===== config.mk =====
export PLATFORM = sky130hd
export DESIGN_NAME = goldbach_partition_finder
export DESIGN_NICKNAME = d
export VERILOG_FILES = /design/src/sv/gpf_pkg.sv /design/src/sv/gpf_datapath.sv /design/src/sv/gpf_ctrl.sv /design/src/sv/goldbach_partition_finder.sv
export SDC_FILE = /design/constraint.sdc
export NUM_CORES = 1
export LEC_CHECK = 0
export BUFFER_PORTS_ARGS = -buffer_cell sky130_fd_sc_hd__buf_2
export CAP_MARGIN = 20
export CORE_AREA = 2 2 110 165
export CTS_BUF_LIST = sky130_fd_sc_hd__clkbuf_4
export DETAILED_ROUTE_END_ITERATION = 8
export DIE_AREA = 0 0 112 167
export GPL_ROUTABILITY_DRIVEN = 0
export PLACE_DENSITY = 0.69
export REMOVE_ABC_BUFFERS = 1
export SYNTH_ARGS = -nofsm -noshare
export SYNTH_HDL_FRONTEND = slang
export SYNTH_SLANG_ARGS = --single-unit

===== constraint.sdc =====
create_clock -name clk -period 3.34 [get_ports clk]
set_input_delay 0.167 -clock clk [delete_from_list [all_inputs] [get_ports clk]]
set_output_delay 0.167 -clock clk [all_outputs]
set_load 0.1 [all_outputs]

===== src/sv/gpf_pkg.sv =====
// ----------------------------------------------------------------------------
// gpf_pkg
// Shared types and constants for the Goldbach partition finder: status codes
// and the command and status bundles between the controller and the datapath.
// ----------------------------------------------------------------------------
package gpf_pkg;

  localparam int NUMBER_WIDTH = 16;
  localparam int FIRST_PRIME  = 2;
  localparam int MIN_EVEN     = 4;

  typedef enum logic [1:0] {
    ST_FOUND     = 2'd0,
    ST_BAD_INPUT = 2'd1,
    ST_NONE      = 2'd2
  } status_t;

  typedef struct packed {
    logic    load;
    logic    prime_init;
    logic    sel_high;
    logic    mod_init;
    logic    mod_step;
    logic    next_div;
    logic    next_p;
    logic    out_load;
    status_t out_code;
  } gpf_cmd_t;

  typedef struct packed {
    logic n_bad;
    logic p_over;
    logic x_lt2;
    logic sq_gt_x;
    logic mod_last;
    logic rem_zero;
    logic out_free;
  } gpf_stat_t;

endpackage


===== src/sv/gpf_datapath.sv =====
// ----------------------------------------------------------------------------
// gpf_datapath
// Number, candidate and divisor registers, a bit-serial remainder unit and
// the result register that drives the output beat.
// ----------------------------------------------------------------------------
module gpf_datapath #(
  parameter int NUMBER_WIDTH = gpf_pkg::NUMBER_WIDTH
) (
  input  logic                  clk,
  input  logic                  rst,
  input  logic [NUMBER_WIDTH-1:0] even_number,
  input  gpf_pkg::gpf_cmd_t     cmd,
  output gpf_pkg::gpf_stat_t    stat,
  output logic                  out_valid,
  input  logic                  out_ready,
  output logic [NUMBER_WIDTH-1:0] prime_low,
  output logic [NUMBER_WIDTH-1:0] prime_high,
  output logic [1:0]            status
);
  import gpf_pkg::*;

  localparam int W  = NUMBER_WIDTH;
  localparam int CW = $clog2(W);

  logic [W-1:0]  n;
  logic [W-1:0]  p;
  logic [W-1:0]  q;
  logic [W-1:0]  x;
  logic [W-1:0]  d;
  logic [W:0]    sq;
  logic [W-1:0]  rem;
  logic [W-1:0]  dvd;
  logic [CW-1:0] cnt;
  logic [W:0]    rem_shift;
  logic          rem_ge;

  assign q         = n - p;
  assign rem_shift = {rem, dvd[W-1]};
  assign rem_ge    = rem_shift >= {1'b0, d};

  assign stat.n_bad    = (n < W'(MIN_EVEN)) || n[0];
  assign stat.p_over   = p > (n >> 1);
  assign stat.x_lt2    = x < W'(FIRST_PRIME);
  assign stat.sq_gt_x  = sq > {1'b0, x};
  assign stat.mod_last = cnt == CW'(W - 1);
  assign stat.rem_zero = rem == '0;
  assign stat.out_free = !out_valid || out_ready;

  always_ff @(posedge clk) begin
    if (cmd.load) begin
      n <= even_number;
      p <= W'(FIRST_PRIME);
    end else if (cmd.next_p) begin
      p <= p + W'(1);
    end
    if (cmd.prime_init) begin
      x  <= cmd.sel_high ? q : p;
      d  <= W'(FIRST_PRIME);
      sq <= (W+1)'(FIRST_PRIME * FIRST_PRIME);
    end else if (cmd.next_div) begin
      d  <= d + W'(1);
      sq <= sq + {d, 1'b1};
    end
    if (cmd.mod_init) begin
      rem <= '0;
      dvd <= x;
      cnt <= '0;
    end else if (cmd.mod_step) begin
      rem <= rem_ge ? W'(rem_shift - {1'b0, d}) : W'(rem_shift);
      dvd <= dvd << 1;
      cnt <= cnt + CW'(1);
    end
    if (cmd.out_load) begin
      prime_low  <= (cmd.out_code == ST_FOUND) ? p : '0;
      prime_high <= (cmd.out_code == ST_FOUND) ? q : '0;
      status     <= cmd.out_code;
    end
  end

  always_ff @(posedge clk) begin
    if (rst) begin
      out_valid <= 1'b0;
    end else if (cmd.out_load) begin
      out_valid <= 1'b1;
    end else if (out_ready) begin
      out_valid <= 1'b0;
    end
  end

endmodule


===== src/sv/gpf_ctrl.sv =====
// ----------------------------------------------------------------------------
// gpf_ctrl
// Sequencer: checks the input, walks p upward, runs trial division on p and
// n - p through the datapath and hands the result to the output register.
// ----------------------------------------------------------------------------
module gpf_ctrl (
  input  logic                clk,
  input  logic                rst,
  input  logic                in_valid,
  output logic                in_ready,
  input  gpf_pkg::gpf_stat_t  stat,
  output gpf_pkg::gpf_cmd_t   cmd
);
  import gpf_pkg::*;

  typedef enum logic [2:0] {
    S_IDLE,
    S_VALIDATE,
    S_PAIR,
    S_PRIME_LOOP,
    S_MOD_RUN,
    S_MOD_CHECK,
    S_RESULT
  } state_t;

  state_t  state;
  state_t  state_next;
  logic    testing_high;
  logic    testing_high_next;
  status_t code;
  status_t code_next;

  assign in_ready = state == S_IDLE;

  always_comb begin
    state_next        = state;
    testing_high_next = testing_high;
    code_next         = code;
    cmd               = '0;
    cmd.out_code      = code;
    unique case (state)
      S_IDLE: begin
        if (in_valid) begin
          cmd.load   = 1'b1;
          state_next = S_VALIDATE;
        end
      end
      S_VALIDATE: begin
        if (stat.n_bad) begin
          code_next  = ST_BAD_INPUT;
          state_next = S_RESULT;
        end else begin
          state_next = S_PAIR;
        end
      end
      S_PAIR: begin
        if (stat.p_over) begin
          code_next  = ST_NONE;
          state_next = S_RESULT;
        end else begin
          cmd.prime_init    = 1'b1;
          testing_high_next = 1'b0;
          state_next        = S_PRIME_LOOP;
        end
      end
      S_PRIME_LOOP: begin
        if (stat.x_lt2) begin
          cmd.next_p = 1'b1;
          state_next = S_PAIR;
        end else if (stat.sq_gt_x) begin
          if (testing_high) begin
            code_next  = ST_FOUND;
            state_next = S_RESULT;
          end else begin
            cmd.prime_init    = 1'b1;
            cmd.sel_high      = 1'b1;
            testing_high_next = 1'b1;
          end
        end else begin
          cmd.mod_init = 1'b1;
          state_next   = S_MOD_RUN;
        end
      end
      S_MOD_RUN: begin
        cmd.mod_step = 1'b1;
        if (stat.mod_last) begin
          state_next = S_MOD_CHECK;
        end
      end
      S_MOD_CHECK: begin
        if (stat.rem_zero) begin
          cmd.next_p = 1'b1;
          state_next = S_PAIR;
        end else begin
          cmd.next_div = 1'b1;
          state_next   = S_PRIME_LOOP;
        end
      end
      S_RESULT: begin
        if (stat.out_free) begin
          cmd.out_load = 1'b1;
          state_next   = S_IDLE;
        end
      end
      default: state_next = S_IDLE;
    endcase
  end

  always_ff @(posedge clk) begin
    if (rst) begin
      state        <= S_IDLE;
      testing_high <= 1'b0;
      code         <= ST_FOUND;
    end else begin
      state        <= state_next;
      testing_high <= testing_high_next;
      code         <= code_next;
    end
  end

endmodule


===== src/sv/goldbach_partition_finder.sv =====
// ----------------------------------------------------------------------------
// goldbach_partition_finder
// Splits an even number n into n = p + q with p the smallest prime whose
// complement q is also prime; odd inputs or inputs below 4 give a bad-input
// status, and a missing partition gives a none-found status.
// ----------------------------------------------------------------------------
// One beat in gives one beat out. Items are handled one at a time: an input
// is taken only while the sequencer is idle, though a finished result may
// still wait in the output register. For every p tried, the sequencer tests
// p and then n - p by trial division; each remainder comes from a
// bit-serial unit that retires one dividend bit per cycle. Divisors run
// from 2 while d*d stays within the candidate, and a composite candidate
// stops at its first factor. The final test of a prime q needs about
// sqrt(q) divisors. While an earlier result still waits in the output
// register, the sequencer holds at its result step.
// ----------------------------------------------------------------------------
module goldbach_partition_finder #(
  parameter int NUMBER_WIDTH = gpf_pkg::NUMBER_WIDTH
) (
  input  logic clk,
  input  logic rst,
  input  logic s_tvalid,
  output logic s_tready,
  input  logic [((NUMBER_WIDTH+7)/8)*8-1:0]     s_tdata,  // even_number
  output logic m_tvalid,
  input  logic m_tready,
  output logic [((2*NUMBER_WIDTH+9)/8)*8-1:0]   m_tdata   // prime_low, prime_high, status
);
  import gpf_pkg::*;

  localparam int W     = NUMBER_WIDTH;
  localparam int OUT_W = ((2*W+9)/8)*8;

  gpf_cmd_t   cmd;
  gpf_stat_t  stat;
  logic [W-1:0] prime_low;
  logic [W-1:0] prime_high;
  logic [1:0]   status;

  gpf_ctrl u_ctrl (
    .clk      (clk),
    .rst      (rst),
    .in_valid (s_tvalid),
    .in_ready (s_tready),
    .stat     (stat),
    .cmd      (cmd)
  );

  gpf_datapath #(
    .NUMBER_WIDTH (W)
  ) u_datapath (
    .clk         (clk),
    .rst         (rst),
    .even_number (s_tdata[W-1:0]),
    .cmd         (cmd),
    .stat        (stat),
    .out_valid   (m_tvalid),
    .out_ready   (m_tready),
    .prime_low   (prime_low),
    .prime_high  (prime_high),
    .status      (status)
  );

  assign m_tdata = OUT_W'({status, prime_high, prime_low});

endmodule

==> results of run 1 <==
[kinds of logic (layout without fill, tap and decap cells)]
family,Yosys count,after routing,share of synthesized area (%)
muxes,33,33,3.88
xor gates and xnor gates,61,61,5.72
DFF,158,158,42.6
and+or+nand+nor,323,323,16.8
AOI/OAI and AO/OA,206,206,14.3
other,1,7,0.0401
buffers and inverters,113,200,5.22
adders and majority gates,83,83,11.4
[cell usage after synthesis (14+ instances only)]
library cell | number | area share [%]
nand4_1 | 23 | 1.5
a21oi_1 | 55 | 2.9
xnor2_1 | 46 | 4.3
nand2_1 | 74 | 3.0
dfxtp_1 | 76 | 16
ha_1 | 80 | 11
inv_1 | 79 | 3.2
mux2_2 | 18 | 2.2
edfxtp_1 | 82 | 26
nor3_1 | 25 | 1.3
nor4_1 | 18 | 1.2
xor2_1 | 15 | 1.4
clkbuf_1 | 14 | 0.56
nor2_1 | 110 | 4.4
o21ai_0 | 48 | 2.6
a211oi_1 | 14 | 1.1
[tightest hold or removal path, cell delays in order]
cell and delay, ns:
buf_2 0.09, a21oi_1 0.06, a32oi_1 0.14, or2_2 0.16
a311oi_1 0.09
[final timing paths]
kind                          start                   endpoint  cells after the start  slack, ns
setup / recovery    u_datapath.p[1]  u_datapath.prime_high[15]                     10       0.27
hold / removal             s_tvalid            u_ctrl.state[1]                      5       0.19
setup reg to reg    u_datapath.p[1]  u_datapath.prime_high[15]                     10       0.27
hold reg to reg   u_datapath.cnt[1]          u_datapath.cnt[1]                      2       0.49
[metrics by stage]
step           setup TNS, ns  hold slack, ns  setup slack, ns
6_report                   0           0.188            0.270
5_1_grt                    0           0.171           0.0796
4_1_cts                    0           0.123            0.178
3_5_place_dp               0           0.345            0.210
3_3_place_gp               0           0.344            0.275
2_1_floorplan         -17.31           0.236           -0.494
[where the power goes]
part           total [mW]  switching [mW]  internal, mW
Sequential           2.91           0.345          2.57
Clock                1.07           0.756         0.318
Combinational        3.87            2.34          1.52
Total                7.85            3.45          4.41
[layer usage]
metal | up-vias | GRT usage (%) | wire [um]
li1 | 3666 | - | -
met5 | - | 0 | 0
met2 | 130 | 44.4 | 11600
met1 | 3391 | 23.1 | 8010
met3 | 59 | 3.97 | 519
met4 | 0 | 12.9 | 1080
[repair_timing]
action                                 CTS  global route
setup buffers                            0             0
endpoints found under the hold margin   23             0
resized for setup                        0             1
setup endpoints to repair                0             1
hold buffers                            18             0
[layout make-up]
class | count | area [sq um] | area share, %
Multi-Input combinational cell | 712 | 4910 | 47.6
Timing Repair Buffer | 89 | 588 | 5.71
Sequential cell | 158 | 3980 | 38.7
Clock buffer | 17 | 128 | 1.24
Clock inverter | 15 | 128 | 1.24
Antenna cell | 1 | 2.50 | 0.0243
Tap cell | 213 | 267 | 2.59
Inverter | 79 | 297 | 2.88
[state kept, by name (all words and copies together) (netlist names)]
signal	flops
u_datapath.rem	16
u_datapath.prime_low	16
u_ctrl.code	2
u_datapath.dvd	16
u_datapath.d	16
u_datapath.cnt	4
u_ctrl.state	3
u_datapath.prime_high	16
u_datapath.x	16
u_datapath.p	16
u_datapath.n	16
u_datapath.status	2
u_datapath.sq	17
u_ctrl.testing_high	1
u_datapath.out_valid	1
==> results.yml, run 1 <==
synth:
  synth_edf_count: 82
  ys_warn_count: 0
  avgSynthCellArea_sq_um: 9.56
  synth-main-ff-cell: "edfxtp_1"
  ys_ff_latch: 158
  synthCells: 978
  yosysUniqueCellTypes: 74
  async_flop_share_pct: 0
  synth_area_sq_mm: 0.00935
  synth-seq-area-share_pct: 42.6
setup_path:
  worst_path_most_repeated_cell: "o31a_1"
  cp_slowest_cell: "dfxtp_1"
  path_class: "reg2reg"
  critPathMaxFanout: 6
  start_kind: "flip-flop"
  crit_chain: "inv_1 > ha_1 > nor2b_1 > o31a_1 > nor3_2 > o31a_1 > o31ai_2 > a2111oi_0 > nand3b_1 > mux2_2"
  cp.required_ns: 3.68
  cp_num_buf_inv: 1
  cp-end-kind: "flip-flop"
  critPathArrivalTime_ns: 3.41
  critical-path-top-delay-family: "compound AO/OA/AOI/OAI gates"
  slowest_delay_ns: 0.49
routing:
  firstDrtPassIters: 5
  post-route-drc-count: 0
  wl_per_cell_um: 16.5
  drtIter0Drc: 221
  drtAntennaViolNets: 0
  viasPerCell: 5.64
  wl_um: 21200
  vias: 7246
floorplan:
  row_count: 59
  fp.dieW_um: 112
  io_pins: 62
  die_area_sq_mm: 0.0187
  start_util_pct: 54.1
  fp.coreArea_sq_mm: 0.0173
  die_h_um: 167
cells_and_area:
  postLayoutCellArea_sq_mm: 0.0103
  synthToLayoutAreaGrowth_pct: 10.2
  final_cell_mix: "nor2_1, edfxtp_1, ha_1, inv_1, dfxtp_1"
  layout_commonest_cell: "nor2_1"
  drive_above_1_share_pct: 13.8
  fin_nets: 1160
  nFillCells: 1544
  utilization_pct: 59.6
  final_cells: 1284
min_path:
  hold_path_class: "in2reg"
sta:
  period_share_pct: 91.9
  rsz0062_at_grt: "no"
  hold_viol: 0
  max_slew_margin_pct: 34.5
  fmax_mhz: 326
  finalSetupViolCount: 0
  drv_slew: 0
  skew_ns: 0.0264
  min_period_ns: 3.07
  worstMarginPinSlew_ns: 0.980
placement:
  placedCellCount: 1233
  portBuffers: 55
  hpwlAfterDp_um: 16500
  placed_cell_area_sq_mm: 0.00986
cts:
  cts_buffer_depth: 2
  clkTransAtPathRegs_ns: 0.15
  cts.sink_count: 158
  clk_latency_ns: 0.57
  cts_buffers: 17
  htree_levels: 4
  cts_root_buf: "clkbuf_4"
  cts_tree: "done"
global_route:
  grt_pass1_vias: 7384
  gr-total-overflow: 0
  grt_pass1_wl_um: 34600
  grt_max_degree: 39
  antenna_found_initial: 1
  grtUsageTotal_pct: 23.1
flow_run:
  cap_viol_max_count: 0
pwr:
  power.density_mw_per_mm2: 763
  p_leak_nw: 4.21
  ir_worst_vdd_mv: 0.488
  report.power.total_mw: 7.85
run_status:
  status: "complete, no violations"
(Power assumes the default switching activity.)
==> run 2, diff against run 1 <==
Settings changed: CORE_AREA 2 2 110 165 to 2 2 134 136, DIE_AREA 0 0 112 167 to 0 0 136 138.
==> results.yml, run 2 (synthesis results as in run 1) <==
cts:
  cts.sink_count: 158
  cts_setup_buffers: 0
  cts_root_buf: "clkbuf_4"
  clkTransAtPathRegs_ns: 0.16
  clk_latency_ns: 0.58
  cts_buffers: 17
  cts_buffer_depth: 2
  cts_tree: "done"
  htree_levels: 4
  hold_buffers: 18
  cts_resized: 0
setup_path:
  regToRegSetupSlack_ns: 0.27
  cp-end-kind: "flip-flop"
  worstRegToRegCells: 10
  crit_end: "u_datapath.prime_high[15]"
  start_kind: "flip-flop"
  rr_endpoint: "u_datapath.prime_high[15]"
  r2r-start: "u_datapath.p[1]"
  path_class: "reg2reg"
  critPathArrivalTime_ns: 3.43
  cp.required_ns: 3.70
  cp-startpoint: "u_datapath.p[1]"
  critPathMaxFanout: 6
routing:
  wl_per_cell_um: 16.1
  firstDrtPassIters: 5
  drtAntennaViolNets: 0
  wl_um: 21000
  post-route-drc-count: 0
  vias: 7220
  viasPerCell: 5.54
  drtIter0Drc: 379
global_route:
  grt_pass1_wl_um: 34300
  grt_max_degree: 35
  gr-total-overflow: 0
  top_usage_layer: "met2"
  gr-usage-met2_pct: 40.8
  grt_pass1_vias: 7072
  met1_usage_pct: 28.5
  grtUsageTotal_pct: 23.0
  use_met3_pct: 4.58
  antenna_found_initial: 1
sta:
  fmax_mhz: 326
  rsz0062_at_grt: "no"
  hold_viol: 0
  skew_ns: 0.0304
  finalSetupViolCount: 0
  min_period_ns: 3.07
  max_slew_margin_pct: 33.4
  period_share_pct: 92.0
  worstMarginPinSlew_ns: 0.997
  drv_slew: 0
cells_and_area:
  layout_commonest_cell: "nor2_1"
  fin_nets: 1163
  final_cell_mix: "nor2_1, edfxtp_1, ha_1, inv_1, dfxtp_1"
  largest_reg_flops: 17
  nFillCells: 1587
  utilization_pct: 59.0
  top_register: "u_datapath.sq"
  postLayoutCellArea_sq_mm: 0.0103
  drive_above_1_share_pct: 14.0
  synthToLayoutAreaGrowth_pct: 10.7
pwr:
  power.density_mw_per_mm2: 769
  p_leak_nw: 4.23
  ir_worst_vdd_mv: 0.530
floorplan:
  die_h_um: 138
  start_util_pct: 53.3
  row_count: 49
  fp.dieW_um: 136
  fp.coreArea_sq_mm: 0.0175
  die_area_sq_mm: 0.0188
  io_pins: 62
min_path:
  min_from: "s_tvalid"
  whs_path_depth: 5
  hold_path_class: "in2reg"
placement:
  hpwlAfterDp_um: 15700
  portBuffers: 55
  placed_cell_area_sq_mm: 0.00990
flow_run:
  cap_viol_max_count: 0
run_status:
  status: "complete, no violations"
## run 2: how the worst min path moves through the flow
stage | end
after floorplan | u_ctrl.state[0]
final | u_ctrl.state[1]
after global placement | u_datapath.n[14]
after detailed placement | u_datapath.n[8]
after CTS | u_ctrl.state[1]
after global routing | u_datapath.p[12]
## run 2: layout make-up
| cell class | instances | area [sq um] | share of cell area (%) |
|---|---|---|---|
| diodes | 1 | 2.50 | 0.0242 |
| clock buffers | 18 | 135 | 1.31 |
| clock inverters | 14 | 131 | 1.27 |
| inverters | 79 | 297 | 2.87 |
| multi-input cells | 712 | 4900 | 47.4 |
| flip-flops and latches | 158 | 3980 | 38.5 |
| well taps | 229 | 287 | 2.77 |
| repair buffers | 92 | 611 | 5.90 |
## run 2: worst max-delay path: stages (launching register included)
cell	delay, ns
dfxtp_1	0.47
inv_1	0.11
ha_1	0.29
nor2b_1	0.14
o31a_1	0.28
nor3_1	0.26
o31a_1	0.23
o31ai_2	0.12
a2111oi_0	0.40
nand3b_1	0.22
mux2_2	0.34
## run 2: routing by layer
metal / wire length, um / up-vias
li1: - / 3670
met1: 9490 / 3405
met2: 10500 / 113
met3: 602 / 32
met4: 358 / 0
met5: 0 / -
## run 2: report_power, final
group | total, mW | switching (mW) | internal (mW)
combinational | 3.88 | 2.33 | 1.55
sequential | 2.93 | 0.362 | 2.57
clock | 1.14 | 0.754 | 0.391
total | 7.95 | 3.45 | 4.51
## run 2: stage by stage
step | setup WS [ns] | std cells | hold WS [ns] | power [mW] | TNS, ns
finish | 0.269 | 1303 | 0.184 | 7.95 | 0
global route | 0.0295 | 1303 | 0.229 | 8.53 | 0
CTS | 0.265 | 1302 | 0.148 | 7.99 | 0
detailed placement | 0.280 | 1252 | 0.345 | 6.82 | 0
global placement | 0.341 | 1252 | 0.344 | 6.76 | 0
floorplan | -0.494 | 949 | 0.236 | 5.84 | -17.31
==> run 3, diff against run 2 <==
Settings changed: ABC_CLOCK_PERIOD_IN_PS set to 3340, SETUP_SLACK_MARGIN set to 0.4.
==> results.yml, run 3 (synthesis results as in run 1) <==
cts:
  htree_levels: 4
  clk_latency_ns: 0.59
  cts_buffers: 17
  cts_buffer_depth: 2
  cts.sink_count: 158
  clkTransAtPathRegs_ns: 0.13
  cts_tree: "done"
  cts_root_buf: "clkbuf_4"
routing:
  viasPerCell: 5.56
  vias: 7306
  firstDrtPassIters: 5
  wl_um: 21400
  wl_per_cell_um: 16.3
  post-route-drc-count: 0
  drtAntennaViolNets: 0
  drtIter0Drc: 362
sta:
  min_period_ns: 2.93
  period_share_pct: 87.6
  tns_ns: 0
  max_slew_margin_pct: 33.2
  drv_slew: 0
  worstMarginPinSlew_ns: 1.00
  skew_ns: 0.0318
  hold_viol: 0
  rsz0062_at_grt: "yes"
  fmax_mhz: 342
  finalSetupViolCount: 0
placement:
  portBuffers: 55
  placedCellCount: 1252
  hpwlAfterDp_um: 15700
global_route:
  grt_pass1_wl_um: 34500
  grt_pass1_vias: 7092
  grt_max_degree: 35
  gr-total-overflow: 0
  grtUsageTotal_pct: 23.1
  antenna_found_initial: 1
setup_path:
  critPathMaxFanout: 17
  cp-end-kind: "flip-flop"
  critPathArrivalTime_ns: 3.27
  start_kind: "flip-flop"
  crit_end: "u_datapath.x[15]"
  regToRegSetupSlack_ns: 0.41
  cp-startpoint: "u_datapath.x[15]"
  path_class: "reg2reg"
  r2r-start: "u_datapath.x[15]"
  worstRegToRegCells: 11
  rr_endpoint: "u_datapath.x[15]"
  cp.required_ns: 3.68
min_path:
  whs_path_depth: 5
  min_from: "s_tvalid"
  hold_path_class: "in2reg"
pwr:
  switchingPower_mw: 3.49
  p_leak_nw: 4.31
  swShare_pct: 43.4
  pwr-share-clk_pct: 14.3
  power.density_mw_per_mm2: 763
  power.internal_mw: 4.55
  seqPwrFrac_pct: 36.4
  report.power.total_mw: 8.04
  p_comb_share_pct: 49.3
  ir_worst_vdd_mv: 0.535
floorplan:
  fp.dieW_um: 136
  row_count: 49
  fp.coreArea_sq_mm: 0.0175
  die_h_um: 138
  start_util_pct: 53.3
  die_area_sq_mm: 0.0188
  io_pins: 62
cells_and_area:
  final_cells: 1313
  top_register: "u_datapath.sq"
  nFillCells: 1569
  regArea_sq_mm: 0.00399
  final_cell_mix: "nor2_1, edfxtp_1, ha_1, inv_1, nand2_1"
  synthToLayoutAreaGrowth_pct: 12.7
  layout_commonest_cell: "nor2_1"
  fin_nets: 1173
  multi_input_area_sq_mm: 0.00496
  largest_reg_flops: 17
  drive_above_1_share_pct: 16.2
run_status:
  status: "complete, no violations"
flow_run:
  cap_viol_max_count: 0
==> run 3: per-layer routing <==
| metal | GRT usage, % | up-vias | part of all wire (%) |
|---|---|---|---|
| met4 | 5.98 | 0 | 1.5 |
| met2 | 40.9 | 138 | 50 |
| met5 | 0 | - | 0 |
| li1 | - | 3689 | - |
| met3 | 4.62 | 31 | 3.3 |
| met1 | 28.6 | 3448 | 45 |
==> run 3: layout make-up <==
type	count	share of cell area (%)
clock inverter	14	1.25
tap	229	2.72
multi-input combinational	712	47.1
antenna	1	0.0238
timing repair buffer	102	6.94
sequential	158	37.9
clock buffer	18	1.28
inverter	79	2.82
==> run 3: how the worst min path moves through the flow <==
stage	endpoint	slack [ns]
3_5_place_dp	u_datapath.n[8]	0.35
6_report	u_ctrl.state[1]	0.18
2_1_floorplan	u_ctrl.state[0]	0.24
5_1_grt	u_datapath.p[12]	0.23
3_3_place_gp	u_datapath.n[14]	0.34
4_1_cts	u_ctrl.state[1]	0.15
==> run 3: through the flow <==
step                util [%]  hold slack, ns  setup WS, ns  instance area, sq um
finish                  60.1           0.180         0.413                 10500
global route            60.1           0.229         0.316                 10500
CTS                     59.3           0.148         0.396                 10400
detailed placement      56.5           0.345         0.280                  9900
global placement        56.5           0.344         0.341                  9900
floorplan                  -           0.236        -0.494                  9170
==> run 3: worst max-delay path, cell delays in order (launching register included) <==
cell,delay (ns)
edfxtp_1,0.42
inv_1,0.06
ha_1,0.33
nand4b_4,0.13
or4_4,0.54
o21ai_2,0.14
a22oi_2,0.12
or3_4,0.43
buf_12,0.17
nor3_2,0.11
mux2_2,0.18
o22ai_2,0.07
==> run 3: power by group through the flow <==
stage,Sequential (mW),Clock [mW],Combinational [mW]
2_1_floorplan,3.08,0,2.76
3_3_place_gp,2.96,0,3.79
3_5_place_dp,2.97,0,3.85
4_1_cts,2.92,1.17,3.91
5_1_grt,2.98,1.24,4.38
6_report,2.93,1.15,3.96
==> run 3: timing repair <==
action | in CTS | in global routing
setup endpoints to repair | 6 | 82
pin swaps | 1 | 5
hold endpoints to repair | 23 | 0
hold buffers | 18 | 0
gates resized for setup | 5 | 22
cloned | 0 | 1
setup buffers | 4 | 5
